## config.mk

```make
export PLATFORM = sky130hd
export DESIGN_NAME = http_request_body_framer
export DESIGN_NICKNAME = d
export VERILOG_FILES = /design/src/rtl/hrbf_pkg.sv /design/src/rtl/hrbf_front.sv /design/src/rtl/hrbf_fifo.sv /design/src/rtl/hrbf_back.sv /design/src/rtl/http_request_body_framer.sv
export SDC_FILE = /design/constraint.sdc
export NUM_CORES = 1
export LEC_CHECK = 0
export BUFFER_PORTS_ARGS = -buffer_cell sky130_fd_sc_hd__buf_2
export CAP_MARGIN = 20
export CORE_MARGIN = 2
export CORE_UTILIZATION = 55
export DETAILED_ROUTE_END_ITERATION = 6
export HOLD_SLACK_MARGIN = 0.03
export MAX_ROUTING_LAYER = met4
export PLACE_DENSITY = 0.73
export SLEW_MARGIN = 5
export SYNTH_ARGS = -nofsm -noshare
export SYNTH_HDL_FRONTEND = slang
export SYNTH_SLANG_ARGS = --single-unit
```

## constraint.sdc

```tcl
create_clock -name clk -period 11 [get_ports clk]
set_input_delay 3.3 -clock clk [delete_from_list [all_inputs] [get_ports clk]]
set_output_delay 3.3 -clock clk [all_outputs]
set_load 0.01 [all_outputs]
```

## src/rtl/hrbf_pkg.sv

```systemverilog
`default_nettype none
package hrbf_pkg;
	localparam int LENGTH_BITS_DEF = 32;
	localparam int FIFO_DEPTH = 4;

	localparam logic [1:0] PH_HEADER = 2'd0;
	localparam logic [1:0] PH_FIXED = 2'd1;
	localparam logic [1:0] PH_CHUNK = 2'd2;
	localparam logic [1:0] PH_DONE = 2'd3;

	localparam logic [1:0] ERR_NONE = 2'd0;
	localparam logic [1:0] ERR_HEX = 2'd1;
	localparam logic [1:0] ERR_OVF = 2'd2;

	// one classified byte handed from front to back
	typedef struct packed {
		logic [7:0] data;
		logic start_new;
		logic is_cr;
		logic is_lf;
		logic is_dig;
		logic is_hex;
		logic [3:0] nib;
	} item_t;

	function automatic logic [7:0] cl_char(input logic [4:0] i);
		case (i)
			5'd0: cl_char = "C";
			5'd1: cl_char = "o";
			5'd2: cl_char = "n";
			5'd3: cl_char = "t";
			5'd4: cl_char = "e";
			5'd5: cl_char = "n";
			5'd6: cl_char = "t";
			5'd7: cl_char = "-";
			5'd8: cl_char = "L";
			5'd9: cl_char = "e";
			5'd10: cl_char = "n";
			5'd11: cl_char = "g";
			5'd12: cl_char = "t";
			5'd13: cl_char = "h";
			5'd14: cl_char = ":";
			5'd15: cl_char = " ";
			default: cl_char = 8'd0;
		endcase
	endfunction

	function automatic logic [7:0] te_char(input logic [4:0] i);
		case (i)
			5'd0: te_char = "T";
			5'd1: te_char = "r";
			5'd2: te_char = "a";
			5'd3: te_char = "n";
			5'd4: te_char = "s";
			5'd5: te_char = "f";
			5'd6: te_char = "e";
			5'd7: te_char = "r";
			5'd8: te_char = "-";
			5'd9: te_char = "E";
			5'd10: te_char = "n";
			5'd11: te_char = "c";
			5'd12: te_char = "o";
			5'd13: te_char = "d";
			5'd14: te_char = "i";
			5'd15: te_char = "n";
			5'd16: te_char = "g";
			5'd17: te_char = ":";
			5'd18: te_char = " ";
			default: te_char = 8'd0;
		endcase
	endfunction

	function automatic logic [7:0] ck_char(input logic [2:0] i);
		case (i)
			3'd0: ck_char = "c";
			3'd1: ck_char = "h";
			3'd2: ck_char = "u";
			3'd3: ck_char = "n";
			3'd4: ck_char = "k";
			3'd5: ck_char = "e";
			3'd6: ck_char = "d";
			default: ck_char = 8'd0;
		endcase
	endfunction
endpackage
`default_nettype wire

```

## src/rtl/hrbf_front.sv

```systemverilog
`default_nettype none
module hrbf_front (
	input wire logic clk,
	input wire logic arst_n,
	input wire logic in_valid,
	output logic in_ready,
	input wire logic [7:0] in_byte,
	input wire logic in_start,
	output logic q_valid,
	input wire logic q_ready,
	output hrbf_pkg::item_t q_item
);
	// classify input byte into a register stage
	logic v_s1;
	hrbf_pkg::item_t it_s1;
	logic [7:0] b;
	logic dig, lo, up;

	assign b = in_byte;
	assign dig = (b >= 8'h30) && (b <= 8'h39);
	assign lo = (b >= 8'h61) && (b <= 8'h66);
	assign up = (b >= 8'h41) && (b <= 8'h46);
	assign in_ready = !v_s1 || q_ready;
	assign q_valid = v_s1;
	assign q_item = it_s1;

	always_ff @(posedge clk or negedge arst_n) begin
		if (!arst_n) begin
			v_s1 <= 1'b0;
		end else if (in_ready) begin
			v_s1 <= in_valid;
		end
	end

	always_ff @(posedge clk) begin
		if (in_ready && in_valid) begin
			it_s1.data <= b;
			it_s1.start_new <= in_start;
			it_s1.is_cr <= (b == 8'h0d);
			it_s1.is_lf <= (b == 8'h0a);
			it_s1.is_dig <= dig;
			it_s1.is_hex <= dig || lo || up;
			it_s1.nib <= dig ? b[3:0] : 4'(b[3:0] + 4'd9);
		end
	end
endmodule
`default_nettype wire

```

## src/rtl/hrbf_fifo.sv

```systemverilog
`default_nettype none
module hrbf_fifo #(
	parameter int DEPTH = hrbf_pkg::FIFO_DEPTH
) (
	input wire logic clk,
	input wire logic arst_n,
	input wire logic w_valid,
	output logic w_ready,
	input wire hrbf_pkg::item_t w_item,
	output logic r_valid,
	input wire logic r_ready,
	output hrbf_pkg::item_t r_item
);
	localparam int AW = (DEPTH > 1) ? $clog2(DEPTH) : 1;
	hrbf_pkg::item_t mem_q [DEPTH];
	logic [AW-1:0] wp_q, rp_q;
	logic [AW:0] cnt_q;
	logic wr, rd;

	assign w_ready = (cnt_q != (AW+1)'(DEPTH));
	assign r_valid = (cnt_q != '0);
	assign r_item = mem_q[rp_q];
	assign wr = w_valid && w_ready;
	assign rd = r_valid && r_ready;

	always_ff @(posedge clk or negedge arst_n) begin
		if (!arst_n) begin
			wp_q <= '0;
			rp_q <= '0;
			cnt_q <= '0;
		end else begin
			if (wr) wp_q <= (wp_q == AW'(DEPTH-1)) ? '0 : AW'(wp_q + 1'b1);
			if (rd) rp_q <= (rp_q == AW'(DEPTH-1)) ? '0 : AW'(rp_q + 1'b1);
			cnt_q <= cnt_q + (AW+1)'(wr) - (AW+1)'(rd);
		end
	end

	always_ff @(posedge clk) begin
		if (wr) mem_q[wp_q] <= w_item;
	end
endmodule
`default_nettype wire

```

## src/rtl/hrbf_back.sv

```systemverilog
`default_nettype none
module hrbf_back #(
	parameter int LENGTH_BITS = hrbf_pkg::LENGTH_BITS_DEF
) (
	input wire logic clk,
	input wire logic arst_n,
	input wire logic q_valid,
	output logic q_ready,
	input wire hrbf_pkg::item_t q_item,
	output logic o_valid,
	input wire logic o_ready,
	output logic [15:0] o_data
);
	localparam logic [1:0] LM_KEY = 2'd0;
	localparam logic [1:0] LM_CLVAL = 2'd1;
	localparam logic [1:0] LM_TEVAL = 2'd2;
	localparam logic [1:0] LM_SKIP = 2'd3;
	localparam logic [1:0] CS_SIZE = 2'd0;
	localparam logic [1:0] CS_DATA = 2'd1;
	localparam logic [1:0] CS_CRLF = 2'd2;
	localparam logic [1:0] CS_TRAIL = 2'd3;
	localparam logic [LENGTH_BITS-1:0] LMAX = '1;

	logic [1:0] phase_q, kind_q, crlf_q, csub_q, err_q, mode_q;
	logic [4:0] lpos_q;
	logic [2:0] vpos_q;
	logic key_q;
	logic [LENGTH_BITS-1:0] acc_q, left_q;

	logic [1:0] phase_n, kind_n, crlf_n, csub_n, err_n, mode_n;
	logic [4:0] lpos_n;
	logic [2:0] vpos_n;
	logic key_n;
	logic [LENGTH_BITS-1:0] acc_n, left_n;
	logic bv, hd, rd;
	logic [1:0] ph0, kd0, cp0, cs0, er0, md0;
	logic [4:0] lp0;
	logic [2:0] vp0;
	logic ky0;
	logic [LENGTH_BITS-1:0] ac0, lf0;
	logic [LENGTH_BITS+3:0] m10;
	logic [7:0] b;
	logic take;
	logic line_end, hdr_end;
	logic [4:0] klen;
	logic [7:0] kch;

	assign q_ready = !o_valid || o_ready;
	assign take = q_valid && q_ready;
	assign b = q_item.data;

	function automatic logic [1:0] crlf_step(input logic cr, input logic lf,
		input logic [1:0] p);
		if (cr) crlf_step = (p == 2'd2) ? 2'd3 : 2'd1;
		else if (lf) crlf_step = (p == 2'd1 || p == 2'd3) ? 2'd2 : 2'd0;
		else crlf_step = 2'd0;
	endfunction

	always_comb begin
		ph0 = q_item.start_new ? hrbf_pkg::PH_HEADER : phase_q;
		kd0 = q_item.start_new ? 2'd0 : kind_q;
		cp0 = q_item.start_new ? 2'd0 : crlf_q;
		cs0 = q_item.start_new ? CS_SIZE : csub_q;
		er0 = q_item.start_new ? hrbf_pkg::ERR_NONE : err_q;
		md0 = q_item.start_new ? LM_KEY : mode_q;
		lp0 = q_item.start_new ? 5'd0 : lpos_q;
		vp0 = q_item.start_new ? 3'd0 : vpos_q;
		ky0 = q_item.start_new ? 1'b0 : key_q;
		ac0 = q_item.start_new ? '0 : acc_q;
		lf0 = q_item.start_new ? '0 : left_q;
		phase_n = ph0; kind_n = kd0; crlf_n = cp0; csub_n = cs0; err_n = er0;
		mode_n = md0; lpos_n = lp0; vpos_n = vp0; key_n = ky0;
		acc_n = ac0; left_n = lf0;
		bv = 1'b0; hd = 1'b0; rd = 1'b0;
		klen = ky0 ? 5'd19 : 5'd16;
		kch = ky0 ? hrbf_pkg::te_char(lp0) : hrbf_pkg::cl_char(lp0);
		m10 = {4'd0, ac0} * (LENGTH_BITS+4)'(10) + (LENGTH_BITS+4)'(b[3:0]);
		line_end = q_item.is_lf && (cp0 == 2'd1 || cp0 == 2'd3);
		hdr_end = q_item.is_lf && (cp0 == 2'd3);
		case (ph0)
			hrbf_pkg::PH_HEADER: begin
				crlf_n = crlf_step(q_item.is_cr, q_item.is_lf, cp0);
				if (line_end) begin
					if (kd0 == 2'd0) begin
						if (md0 == LM_CLVAL) kind_n = 2'd1;
						else if (md0 == LM_TEVAL && vp0 == 3'd7) kind_n = 2'd2;
					end
					mode_n = LM_KEY; lpos_n = '0; vpos_n = '0;
				end else begin
					case (md0)
						LM_KEY: begin
							if (lp0 == 5'd0) begin
								if (b == "C") begin key_n = 1'b0; lpos_n = 5'd1; end
								else if (b == "T") begin key_n = 1'b1; lpos_n = 5'd1; end
								else mode_n = LM_SKIP;
							end else if (b == kch) begin
								lpos_n = lp0 + 5'd1;
								if (lpos_n == klen) begin
									if (kd0 != 2'd0) mode_n = LM_SKIP;
									else begin
										mode_n = ky0 ? LM_TEVAL : LM_CLVAL;
										vpos_n = '0; acc_n = '0;
									end
								end
							end else mode_n = LM_SKIP;
						end
						LM_CLVAL: begin
							if (vp0 == 3'd0) begin
								if (q_item.is_dig) begin
									if (er0 != hrbf_pkg::ERR_OVF) begin
										if (m10[LENGTH_BITS+3:LENGTH_BITS] != 4'd0) begin
											err_n = hrbf_pkg::ERR_OVF; acc_n = LMAX;
										end else acc_n = m10[LENGTH_BITS-1:0];
									end
								end else vpos_n = 3'd1;
							end
						end
						LM_TEVAL: begin
							if (vp0 < 3'd7) begin
								if (b == hrbf_pkg::ck_char(vp0)) vpos_n = vp0 + 3'd1;
								else vpos_n = (b == "c") ? 3'd1 : 3'd0;
							end
						end
						default: ;
					endcase
				end
				if (hdr_end) begin
					hd = 1'b1; crlf_n = 2'd0;
					if (kind_n == 2'd1 && err_n == hrbf_pkg::ERR_NONE && acc_n != '0) begin
						left_n = acc_n; phase_n = hrbf_pkg::PH_FIXED;
					end else if (kind_n == 2'd2) begin
						acc_n = '0; csub_n = CS_SIZE; phase_n = hrbf_pkg::PH_CHUNK;
					end else begin
						phase_n = hrbf_pkg::PH_DONE; rd = 1'b1;
					end
				end
			end
			hrbf_pkg::PH_FIXED: begin
				bv = 1'b1;
				if (lf0 <= LENGTH_BITS'(1)) begin
					left_n = '0; phase_n = hrbf_pkg::PH_DONE; rd = 1'b1;
				end else left_n = lf0 - LENGTH_BITS'(1);
			end
			hrbf_pkg::PH_CHUNK: begin
				case (cs0)
					CS_SIZE: begin
						if (cp0 == 2'd1) begin
							if (q_item.is_lf) begin
								if (ac0 == '0) begin csub_n = CS_TRAIL; crlf_n = 2'd2; end
								else begin left_n = ac0; csub_n = CS_DATA; crlf_n = 2'd0; end
							end else begin
								err_n = hrbf_pkg::ERR_HEX; phase_n = hrbf_pkg::PH_DONE; rd = 1'b1;
							end
						end else if (q_item.is_cr) crlf_n = 2'd1;
						else if (q_item.is_hex) begin
							if (ac0[LENGTH_BITS-1 -: 4] != 4'd0) begin
								err_n = hrbf_pkg::ERR_OVF; phase_n = hrbf_pkg::PH_DONE; rd = 1'b1;
							end else acc_n = {ac0[LENGTH_BITS-5:0], q_item.nib};
						end else begin
							err_n = hrbf_pkg::ERR_HEX; phase_n = hrbf_pkg::PH_DONE; rd = 1'b1;
						end
					end
					CS_DATA: begin
						bv = 1'b1;
						if (lf0 <= LENGTH_BITS'(1)) begin
							left_n = '0; csub_n = CS_CRLF; crlf_n = 2'd0;
						end else left_n = lf0 - LENGTH_BITS'(1);
					end
					CS_CRLF: begin
						if (q_item.is_lf && cp0 == 2'd1) begin
							csub_n = CS_SIZE; acc_n = '0; crlf_n = 2'd0;
						end else crlf_n = q_item.is_cr ? 2'd1 : 2'd0;
					end
					default: begin
						crlf_n = crlf_step(q_item.is_cr, q_item.is_lf, cp0);
						if (q_item.is_lf && cp0 == 2'd3) begin
							crlf_n = 2'd0; phase_n = hrbf_pkg::PH_DONE; rd = 1'b1;
						end
					end
				endcase
			end
			default: ;
		endcase
	end

	always_ff @(posedge clk or negedge arst_n) begin
		if (!arst_n) begin
			phase_q <= hrbf_pkg::PH_HEADER; kind_q <= '0; crlf_q <= '0;
			csub_q <= CS_SIZE; err_q <= hrbf_pkg::ERR_NONE; mode_q <= LM_KEY;
			lpos_q <= '0; vpos_q <= '0; key_q <= 1'b0; acc_q <= '0; left_q <= '0;
			o_valid <= 1'b0; o_data <= '0;
		end else begin
			if (q_ready) o_valid <= q_valid;
			if (take) begin
				phase_q <= phase_n; kind_q <= kind_n; crlf_q <= crlf_n;
				csub_q <= csub_n; err_q <= err_n; mode_q <= mode_n;
				lpos_q <= lpos_n; vpos_q <= vpos_n; key_q <= key_n;
				acc_q <= acc_n; left_q <= left_n;
				o_data <= {1'b0, err_n, rd, hd, phase_n, bv ? b : 8'd0, bv};
			end
		end
	end
endmodule
`default_nettype wire

```

## src/rtl/http_request_body_framer.sv

```systemverilog
`default_nettype none
// channel  dir  tdata                                   tuser
// s_axis   in   [7:0] data_byte                         [0] start_new
// m_axis   out  [0] body_valid [8:1] body_byte          -
//               [10:9] phase [11] header_done
//               [12] request_done [14:13] error [15] 0
// one byte per clock sustained while m_axis does not stall; the path from s_axis to m_axis
// is registered in the classify stage, the queue and the framing state register
// arst_n clears all framing state to the header phase
// m_axis stalls fill the queue; s_axis_tready drops when it is full
module http_request_body_framer #(
	parameter int LENGTH_BITS = hrbf_pkg::LENGTH_BITS_DEF,
	parameter int FIFO_DEPTH = hrbf_pkg::FIFO_DEPTH
) (
	input wire logic clk,
	input wire logic arst_n,
	input wire logic s_axis_tvalid,
	output logic s_axis_tready,
	input wire logic [7:0] s_axis_tdata, // [7:0] data_byte
	input wire logic s_axis_tuser, // [0] start_new
	output logic m_axis_tvalid,
	input wire logic m_axis_tready,
	output logic [15:0] m_axis_tdata // body_valid, body_byte, phase, header_done, request_done, error
);
	// classified transaction between front and queue
	logic f_valid, f_ready, b_valid, b_ready;
	hrbf_pkg::item_t f_item, b_item;

	hrbf_front u_front (
		.clk(clk), .arst_n(arst_n),
		.in_valid(s_axis_tvalid), .in_ready(s_axis_tready),
		.in_byte(s_axis_tdata), .in_start(s_axis_tuser),
		.q_valid(f_valid), .q_ready(f_ready), .q_item(f_item)
	);

	// decouples classification from framing
	hrbf_fifo #(.DEPTH(FIFO_DEPTH)) u_fifo (
		.clk(clk), .arst_n(arst_n),
		.w_valid(f_valid), .w_ready(f_ready), .w_item(f_item),
		.r_valid(b_valid), .r_ready(b_ready), .r_item(b_item)
	);

	hrbf_back #(.LENGTH_BITS(LENGTH_BITS)) u_back (
		.clk(clk), .arst_n(arst_n),
		.q_valid(b_valid), .q_ready(b_ready), .q_item(b_item),
		.o_valid(m_axis_tvalid), .o_ready(m_axis_tready), .o_data(m_axis_tdata)
	);
endmodule
`default_nettype wire

```

# Yosys cells after proc, flatten, opt, wreduce, memory -nomap -nowiden
# Memory sizes are Yosys's and may differ from the RTL's.
# Cells that the tools add are included.
[word_totals]
ram_bits = 68
mem_count = 3
input_bits = 13
rom_bits = 336
ff_bits = 126
elab_cells = 268
output_inout_bits = 18
[op_classes]
addsub = 9
reduce_logical = 33
mux = 160
magnitude_cmp = 8
n_eq_ne = 30
n_mul = 1
[mem_list]
columns = ["memory", "depth", "word_bits", "read_ports", "rd_ports_with_merged_regs", "write_ports", "line", "text"]
rows = [
  ["(name not given)", 32, 7, 1, 0, 0, "hrbf_pkg.sv:49", "case (i)"],
  ["(name not given)", 16, 7, 1, 0, 0, "hrbf_pkg.sv:27", "case (i)"],
  ["u_fifo.mem_q", 4, 17, 1, 0, 1, "hrbf_fifo.sv:15", "hrbf_pkg::item_t mem_q [DEPTH];"],
]
[op_table]
columns = ["cell", "count"]
rows = [
  ["$mux 32", 26],
  ["$pmux 32 s2", 4],
  ["$mux 2", 66],
  ["$pmux 32 s3", 1],
  ["$mux 8", 7],
  ["$pmux 7 s7", 1],
  ["$mux 5", 8],
  ["$add 36x4->36", 1],
  ["$mul 32x3->35 const B", 1],
  ["$mux 3", 11],
  ["$le 32x1->1 const B", 1],
  ["$logic_not 32->1", 1],
  ["$reduce_bool 32->1", 1],
  ["$sub 32x1->32 const B", 1],
  ["$eq 8x7->1 const B", 3],
  ["$mux 1", 24],
  ["$pmux 2 s3", 3],
  ["$eq 2x2->1 const B", 8],
  ["$eq 8x4->1 const B", 2],
  ["$eq 8x8->1", 2],
  ["$ge 8x7->1 const B", 2],
  ["$le 8x7->1 const B", 2],
  ["$pmux 2 s2", 4],
  ["$eq 3x3->1 const B", 4],
  ["29 further kinds", 57],
]

# Logic depth before layout (Yosys ltp)
# Gate-level depths: netlist of run 1.
# An unclocked memory read counts as a cell.
[depth]
ltp_word = 18
ltp_mapped = 33
ltp_nobuf = 21

# Modules after synthesis
# From an unflattened synthesis of run 1, not the netlist that was laid out.
[unflattened]
cells_unflattened = 2186
hier_area_um2 = 17461.7
[by_module_without_submodules]
columns = ["module", "seq_area_each_um2", "cells_per_inst", "n_inst", "area_each_um2"]
rows = [
  ["hrbf_back", 2427.3, 2010, 1, 13761.9],
  ["hrbf_fifo", 2217.1, 127, 1, 2897.8],
  ["hrbf_front", 535.5, 49, 1, 802.0],
]

# Worst setup path before layout of run 1
# No wires, ideal clock.
[synth_path]
path_kind = "reg2reg"
start = "register u_fifo.rp_q[0]"
end = "register u_back.left_q[27]"
period_less_slack_ns = 8.649
setup_ns = 0.140
stages_incl_launch_ff = 33
t_required_ns = 10.860
path_slack_ns = 2.351
arrival_ns = 8.510
path_buffers = 13
cell_sequence = "dfrtp_1 buf_2 mux2i_1 mux2_2 clkbuf_1 clkbuf_1 clkbuf_1 clkbuf_1 buf_1 clkbuf_1 clkbuf_1 buf_1 clkbuf_1 clkbuf_1 nand3_1 fa_1 nand2b_1 a21boi_1 o21ai_0 and3_1 or4b_1 or3b_1 nor3_1 nand4_1 xnor2_1 a21oi_1 a31oi_1 or4b_4 nor4_4 a211o_1 buf_4 buf_4 a22oi_1"
[synth_via]
elab_chain_len = 18
elab_cells_between_ends = 82
classes_between = "3 x add/sub; 1 x mul; 1 x order compare; 12 x eq/ne; 45 x mux; 17 x reduce/logical; 3 x memory"
[synth_rtl]
columns = ["element", "line", "text"]
rows = [
  ["from (decl)", "hrbf_fifo.sv:16", "logic [AW-1:0] wp_q, rp_q;"],
  ["from (signal assigned)", "hrbf_fifo.sv:33", "if (rd) rp_q <= (rp_q == AW'(DEPTH-1)) ? '0 : AW'(rp_q + 1'b1);"],
  ["$mem_v2 4x17 (*)", "--", ""],
  ["parallel branches: the longest is 16 deep, another holds $add 36x4->36", "--", ""],
  ["$pmux 32 s3 (*)", "hrbf_back.sv:80", "case (ph0)"],
  ["to (signal assigned)", "hrbf_back.sv:198", "acc_q <= acc_n; left_q <= left_n;"],
  ["to (decl)", "hrbf_back.sv:28", "logic [LENGTH_BITS-1:0] acc_q, left_q;"],
]
# Every way passes the cells marked *. The select of a mux whose other input is x is not followed.
# A chain may end at the register's enable or synchronous reset.

# Final worst setup path of run 1
[layout_path]
start = "register u_fifo.rp_q[0]"
end = "register u_back.left_q[15]"
# The elaborated chain is that of the path after synthesis.

==> results.sh, run 1 <==
export IMPL_run_status="finished clean"
export IMPL_cts_tree="yes"
export IMPL_dieArea_sq_mm=0.03241
export IMPL_synth_async_sr_flop_share=0.5526
export IMPL_post_synth_num_cell_types=95
export IMPL_net_switching_power_of_the_design_mw=2.921
export IMPL_type_of_origin_of_the_critical_path="flop"
export IMPL_slew_viol_final=0
export IMPL_fraction_of_synthesized_cell_area_taken_by_the_top_area_cell_type=0.1542
export IMPL_die_w_microns=180.0
export IMPL_ir_worst_vdd_mv=0.1872
export IMPL_min_period_ps=8486
export IMPL_timing_worst_setup_path_type="reg2reg"
export IMPL_htreeDepth=4
export IMPL_chipHeight_microns=180.0
export IMPL_globalRouteTotalUtil=0.3683
export IMPL_post_synth_main_area_contributors="dfrtp_1 (15%), edfxtp_1 (15%), nand2_1 (5.6%), ha_1 (5.5%), o21ai_0 (5.4%)"
export IMPL_worst_endpoint_data_arrival_time_ps=8740
export IMPL_grt_max_degree=79
export IMPL_timing_max_slew_rel_slack=0.2578
export IMPL_wl_microns=59010
export IMPL_power_clock_fraction=0.116
export IMPL_crit_path_cell_trace="buf_4 -> mux2i_1 -> mux2_4 -> buf_4 -> nand2_1 -> inv_1 -> ha_1 -> ha_1 -> a21o_1 -> a21o_1 -> a21o_1 -> and2_1 -> a2111oi_0 -> nand3_1 -> or3_1 -> a2111o_1 -> nand2_1 -> nand2_1 -> a2111oi_0 -> nand4_1 -> nor4_4 -> a211o_1 -> a32oi_1"
export IMPL_worst_path_top_cell_family_by_delay="compound AO/OA/AOI/OAI gates"
export IMPL_worst_path_largest_cell_delay_ps=950
export IMPL_maxCapViolCount=0
export IMPL_synth_warning_count=0
export IMPL_detailedPlace_worstSlack_ps=2720
export IMPL_final_setup_skew_ps=22.43
export IMPL_finish_utilization=0.5838
export IMPL_pin_count=31
export IMPL_area_growth_synth_to_final_pct=4.523
export IMPL_wire_per_inst_microns=24.07
export IMPL_p_per_area_mw_per_mm2=295.9
export IMPL_ratio_of_cells_with_drive_above_1_in_the_final_layout=0.06962
export IMPL_cts_path_max_buffers=2
export IMPL_power_frac_comb=0.641
export IMPL_vias=17330
export IMPL_std_cell_rows=64
export IMPL_synthesis_area_sq_mm=0.01704
export IMPL_core_area_sq_mm=0.03051
export IMPL_setup_ws_final_ps=2514
export IMPL_postCtsResizedCells=0
export IMPL_cts_sinks=190
export IMPL_totalNegativeSetupSlack_ps=0
export IMPL_grt_pass1_vias=16300
export IMPL_final_weighted_congestion_of_routability_driven_global_placement=1.037
export IMPL_p_int_mw=2.349
export IMPL_worst_path_fanout_max=78
export IMPL_yosys_area_top_type="dfrtp_1"
export IMPL_detailedPlacementHpwl_microns=41830
export IMPL_cts_inserted_buffers=17
export IMPL_synth_enable_flop_cells=85
export IMPL_start_util=0.5585
export IMPL_timing_final_setup_violations=0
export IMPL_place_port_buffers=29
export IMPL_cp_end_kind="flop"
export IMPL_synth_ff_latch_count=190
export IMPL_post_cts_setup_buffers=0
export IMPL_seqPwrFrac=0.243
export IMPL_timing_worst_slew_pin_value_ps=1113
export IMPL_timing_critical_path_slowest_stage_cell="a211o_1"
export IMPL_avgViaCountPerCell=7.071
export IMPL_postSynth_topFlopCell="dfrtp_1"
export IMPL_seq_area_frac_synth=0.3040
export IMPL_grt_first_pass_wirelength_microns=92450
export IMPL_dr_iter_0_viols=2340
export IMPL_antenna_found_initial=0
export IMPL_critical_path_required_ps=11260
export IMPL_timing_critical_path_buf_inv=3
export IMPL_hold_path_class="reg2reg"
export IMPL_cellLeakagePower_nw=6.908
export IMPL_clkTransAtPathRegs_ps=80
export IMPL_final_net_count=2131
export IMPL_rsz0062_at_grt="false"
export IMPL_route_antenna_remaining_nets=0
export IMPL_cts_root_buf="clkbuf_16"
export IMPL_max_freq_ghz=0.1178
export IMPL_dr_pass1_iters=6
export IMPL_finalHoldViolCount=0
export IMPL_postCtsHoldBufs=0
export IMPL_sw_frac_of_total=0.5542
export IMPL_globalRouteOverflowTotal=0
export IMPL_clock_latency_ps=460
export IMPL_fin_crit_sh=0.7714
export IMPL_syn_instance_count=2136
export IMPL_synth_avg_cell_area_sq_um=7.978
export IMPL_syn_nets=2226
export IMPL_drt_drc=0
==> cell families (layout without fill, tap and decap cells) <==
family / after synthesis / after routing / share of synthesized area
AND/OR/NAND/NOR: 762 / 762 / 0.2180
AO/OA/AOI/OAI: 746 / 746 / 0.2848
buffers and inverters: 233 / 151 / 0.05433
flip-flops: 190 / 190 / 0.3040
XOR/XNOR: 90 / 90 / 0.04626
adder cells (fa/ha/maj): 78 / 78 / 0.05801
multiplexers: 36 / 36 / 0.03444
other: 1 / 2 / 0.0002201
==> placed cells by master (no fill, tap or decap), drive strengths merged, types with 32 or more instances in the layout <==
master / n
nand2: 255
o21ai: 194
edfxtp: 85
ha: 75
nor3: 53
buf: 59
dfrtp: 105
nor2b: 32
o22ai: 34
inv: 64
xnor2: 65
a22oi: 77
nand3: 43
a21oi: 166
nor2: 179
==> final timing paths <==
path                                              start                             to  slack [ps]  cells past startpoint
max                          u_fifo.rp_q[0]$_DFFE_PN0P_  u_back.left_q[15]$_DFFE_PN0P_        2510                     23
min                        u_back.o_data[0]$_DFFE_PN0P_   u_back.o_data[0]$_DFFE_PN0P_         490                      1
max reg2reg                  u_fifo.rp_q[0]$_DFFE_PN0P_  u_back.left_q[15]$_DFFE_PN0P_        2510                     23
min reg2reg                u_back.o_data[0]$_DFFE_PN0P_   u_back.o_data[0]$_DFFE_PN0P_         490                      1
max in group asynchronous                        arst_n  u_back.left_q[29]$_DFFE_PN0P_        6840                      2
min in group asynchronous                        arst_n   u_back.acc_q[19]$_DFFE_PN0P_        2930                      1
==> metrics by stage <==
step | power [mW] | instances | instance area [sq um] | hold WS [ps]
after global placement | 4.452 | 2417 | 17220 | 459.5
after detailed placement | 4.495 | 2418 | 17230 | 480.6
final | 5.271 | 2451 | 17810 | 487.6
after CTS | 5.117 | 2450 | 17810 | 499.0
after global routing | 5.554 | 2450 | 17810 | 507.9
after floorplan | 3.525 | 2136 | 17040 | 449.7
==> worst register-to-register path: cells and delay by family, from the launching register on <==
family | cells | cell delay, ps
multiplexers | 2 | 1000
buffers and inverters | 3 | 1010
AO/OA/AOI/OAI | 8 | 3110
adder cells (fa/ha/maj) | 2 | 700
flip-flops | 1 | 330
AND/OR/NAND/NOR | 8 | 2150
==> area by class of cell <==
type                            instances  area (sq um)
Multi-Input combinational cell       1713         10960
Timing Repair Buffer                   59         372.9
Clock buffer                           18         429.2
Tap cell                              396         495.5
Antenna cell                            1         2.502
Clock inverter                         14         148.9
Sequential cell                       190          5180
Fill cell                            2773         12700
Inverter                               60         225.2
==> synth_stat cells (all sizes together) (30+ instances only) <==
library cell and instances:
nand3 43, o21ai 194, edfxtp 85, nor2 179, a22oi 77, nor3 53
nor2b 32, nand2 255, xnor2 65, o22ai 34, and3 31, clkbuf 143
ha 75, inv 59, buf 30, a21oi 166, dfrtp 105
==> power groups by stage <==
stage          clock [mW]  combinational (mW)  sequential [mW]
2_1_floorplan           0                2.47             1.05
3_3_place_gp            0                3.19             1.26
3_5_place_dp            0                3.22             1.27
4_1_cts             0.617                3.24             1.26
5_1_grt             0.644                3.61             1.30
6_report            0.614                3.38             1.28
==> registers in the layout (all words and copies together), names as in the netlist, 3 cells and up <==
signal          count
u_back.left_q      32
u_back.acc_q       32
u_back.o_data      12
u_back.lpos_q       5
u_fifo.mem_q       68
u_fifo.cnt_q        3
u_back.vpos_q       3
u_front.q_item     17
==> layer usage <==
metal | global-route usage | wire [microns]
met4 | 0.2219 | 3998
met5 | - | 0
met1 | 0.4649 | 23190
met3 | 0.07922 | 6199
met2 | 0.5434 | 25620
Note: power is estimated with default switching activity, not from simulation.
==> run 2: changes to the inputs <==
==> constraint.sdc (replaced) <==
create_clock -name clk -period 8 [get_ports clk]
set_input_delay 2.4 -clock clk [delete_from_list [all_inputs] [get_ports clk]]
set_output_delay 2.4 -clock clk [all_outputs]
set_load 0.01 [all_outputs]
==> results.sh, run 2 (synthesized netlist as in run 1, its figures left out) <==
export IMPL_grt_first_pass_wirelength_microns=94320
export IMPL_core_area_sq_mm=0.03051
export IMPL_power_frac_comb=0.646
export IMPL_fill_cells=2720
export IMPL_final_setup_skew_ps=18.48
export IMPL_cellLeakagePower_nw=7.000
export IMPL_final_seq_area_sq_mm=0.005180
export IMPL_timing_final_setup_violations=0
export IMPL_cts_path_max_buffers=2
export IMPL_largest_reg_flops=68
export IMPL_p_int_mw=3.294
export IMPL_timing_worst_setup_path_type="reg2reg"
export IMPL_seqPwrFrac=0.239
export IMPL_sw_frac_of_total=0.5533
export IMPL_max_freq_ghz=0.1342
export IMPL_ratio_of_cells_with_drive_above_1_in_the_final_layout=0.07722
export IMPL_timing_worst_slew_pin_value_ps=1189
export IMPL_final_weighted_congestion_of_routability_driven_global_placement=1.012
export IMPL_std_cell_rows=64
export IMPL_post_cts_setup_buffers=0
export IMPL_finish_utilization=0.5884
export IMPL_chipHeight_microns=180.0
export IMPL_power_clock_fraction=0.115
export IMPL_worst_path_fanout_max=26
export IMPL_start_util=0.5585
export IMPL_detailedPlacementHpwl_microns=43430
export IMPL_dieArea_sq_mm=0.03241
export IMPL_cts_sinks=190
export IMPL_finalHoldViolCount=0
export IMPL_mostFrequentLayoutCell="nand2_1"
export IMPL_avgViaCountPerCell=7.040
export IMPL_totalNegativeSetupSlack_ps=0
export IMPL_total_power_mw=7.375
export IMPL_post_dp_cell_area_sq_mm=0.01735
export IMPL_cts_root_buf="clkbuf_16"
export IMPL_failing_checks="design-rule violations"
export IMPL_area_growth_synth_to_final_pct=5.353
export IMPL_globalRouteOverflowTotal=0
export IMPL_p_per_area_mw_per_mm2=410.8
export IMPL_net_switching_power_of_the_design_mw=4.081
export IMPL_drt_drc=1
export IMPL_cts_tree="yes"
export IMPL_critical_path_required_ps=8310
export IMPL_maxCapViolCount=0
export IMPL_wl_microns=60690
export IMPL_rsz0062_at_grt="false"
export IMPL_largest_register="u_fifo.mem_q"
export IMPL_slew_viol_final=0
export IMPL_timing_max_slew_rel_slack=0.2014
export IMPL_wire_per_inst_microns=24.58
export IMPL_largestRegisters="u_fifo.mem_q (68), u_back.acc_q (32), u_back.left_q (32)"
export IMPL_cts_inserted_buffers=17
export IMPL_postCtsResizedCells=0
export IMPL_dr_iter_0_viols=2284
export IMPL_ir_worst_vdd_mv=0.2762
export IMPL_cp_end_kind="flop"
export IMPL_hold_path_class="reg2reg"
export IMPL_postCtsHoldBufs=0
export IMPL_grt_max_degree=69
export IMPL_layout_cells_non_filler=2469
export IMPL_min_period_ps=7453
export IMPL_dp_cells=2435
export IMPL_clkTransAtPathRegs_ps=80
export IMPL_post_route_cell_area_sq_mm=0.01795
export IMPL_place_port_buffers=29
export IMPL_htreeDepth=4
export IMPL_grt_pass1_vias=16350
export IMPL_antenna_found_initial=1
export IMPL_globalRouteTotalUtil=0.3787
export IMPL_mostFrequentLayoutCells="nand2_1 (254), o21ai_0 (185), nor2_1 (178)"
export IMPL_die_w_microns=180.0
export IMPL_final_net_count=2149
export IMPL_vias=17380
export IMPL_multiInputGateArea_sq_mm=0.01095
export IMPL_fin_crit_sh=0.9317
export IMPL_pin_count=31
export IMPL_route_antenna_remaining_nets=0
export IMPL_type_of_origin_of_the_critical_path="flop"
export IMPL_run_status="finished, violations left"
export IMPL_clock_latency_ps=450
export IMPL_worst_endpoint_data_arrival_time_ps=7760
export IMPL_dr_pass1_iters=7
==> run 2: area by class of cell <==
type / instances / area share
repair buffers: 77 / 0.02899
clock buffers: 19 / 0.02411
flip-flops and latches: 190 / 0.2885
inverters: 60 / 0.01255
multi-input cells: 1713 / 0.6099
diodes: 1 / 0.0001394
well taps: 396 / 0.02760
clock inverters: 13 / 0.008154
==> run 2: power by group through the flow <==
stage	combinational [mW]	clock [mW]	sequential, mW
6_report	4.76	0.847	1.76
5_1_grt	5.09	0.892	1.79
4_1_cts	4.58	0.856	1.74
3_5_place_dp	4.56	0	1.75
3_3_place_gp	4.52	0	1.74
2_1_floorplan	3.41	0	1.44
==> run 2: through the flow <==
stage	setup WS [ps]	hold WS, ps
floorplan	13.24	449.7
global placement	981.6	461.1
detailed placement	767.7	477.7
CTS	724.5	493.8
global route	6.859	518.5
finish	546.6	484.9
==> run 2: worst paths after layout <==
| path | start | slack (ps) | end | cells past startpoint |
|---|---|---|---|---|
| worst max-delay path | u_fifo.rp_q[0]$_DFFE_PN0P_ | 550 | u_back.left_q[2]$_DFFE_PN0P_ | 21 |
| worst min-delay path | u_front.q_item[10]$_DFFE_PP_ | 480 | u_fifo.mem_q[0][10]$_DFFE_PP_ | 0 |
| worst max register to register | u_fifo.rp_q[0]$_DFFE_PN0P_ | 550 | u_back.left_q[2]$_DFFE_PN0P_ | 21 |
| worst min register to register | u_front.q_item[10]$_DFFE_PP_ | 480 | u_fifo.mem_q[0][10]$_DFFE_PP_ | 0 |
| max in group asynchronous | arst_n | 4700 | u_back.acc_q[9]$_DFFE_PN0P_ | 2 |
| min in group asynchronous | arst_n | 1970 | u_back.left_q[25]$_DFFE_PN0P_ | 1 |
==> run 2: per-layer routing <==
layer / global-route usage / routed length [microns]
met2: 0.5703 / 27260
met1: 0.4865 / 24020
met4: 0.1861 / 3273
met5: - / 0
met3: 0.07983 / 6146
==> run 2: worst max-delay path, stage by stage (launching register included) <==
cell and delay (ps):
dfrtp_1 440, mux4_2 790, nor2b_1 340, and2_1 170, ha_1 340, a21oi_1 240
nand2_1 90, o21ai_1 470, o21ai_0 220, or4b_4 580, nor4_4 310, nand4_1 200
a2111o_1 500, nand2_1 300, a221oi_1 130, buf_4 160, a2111oi_0 510, nand4_1 280
nor4_4 480, a211o_1 210, buf_4 340, a22oi_1 170
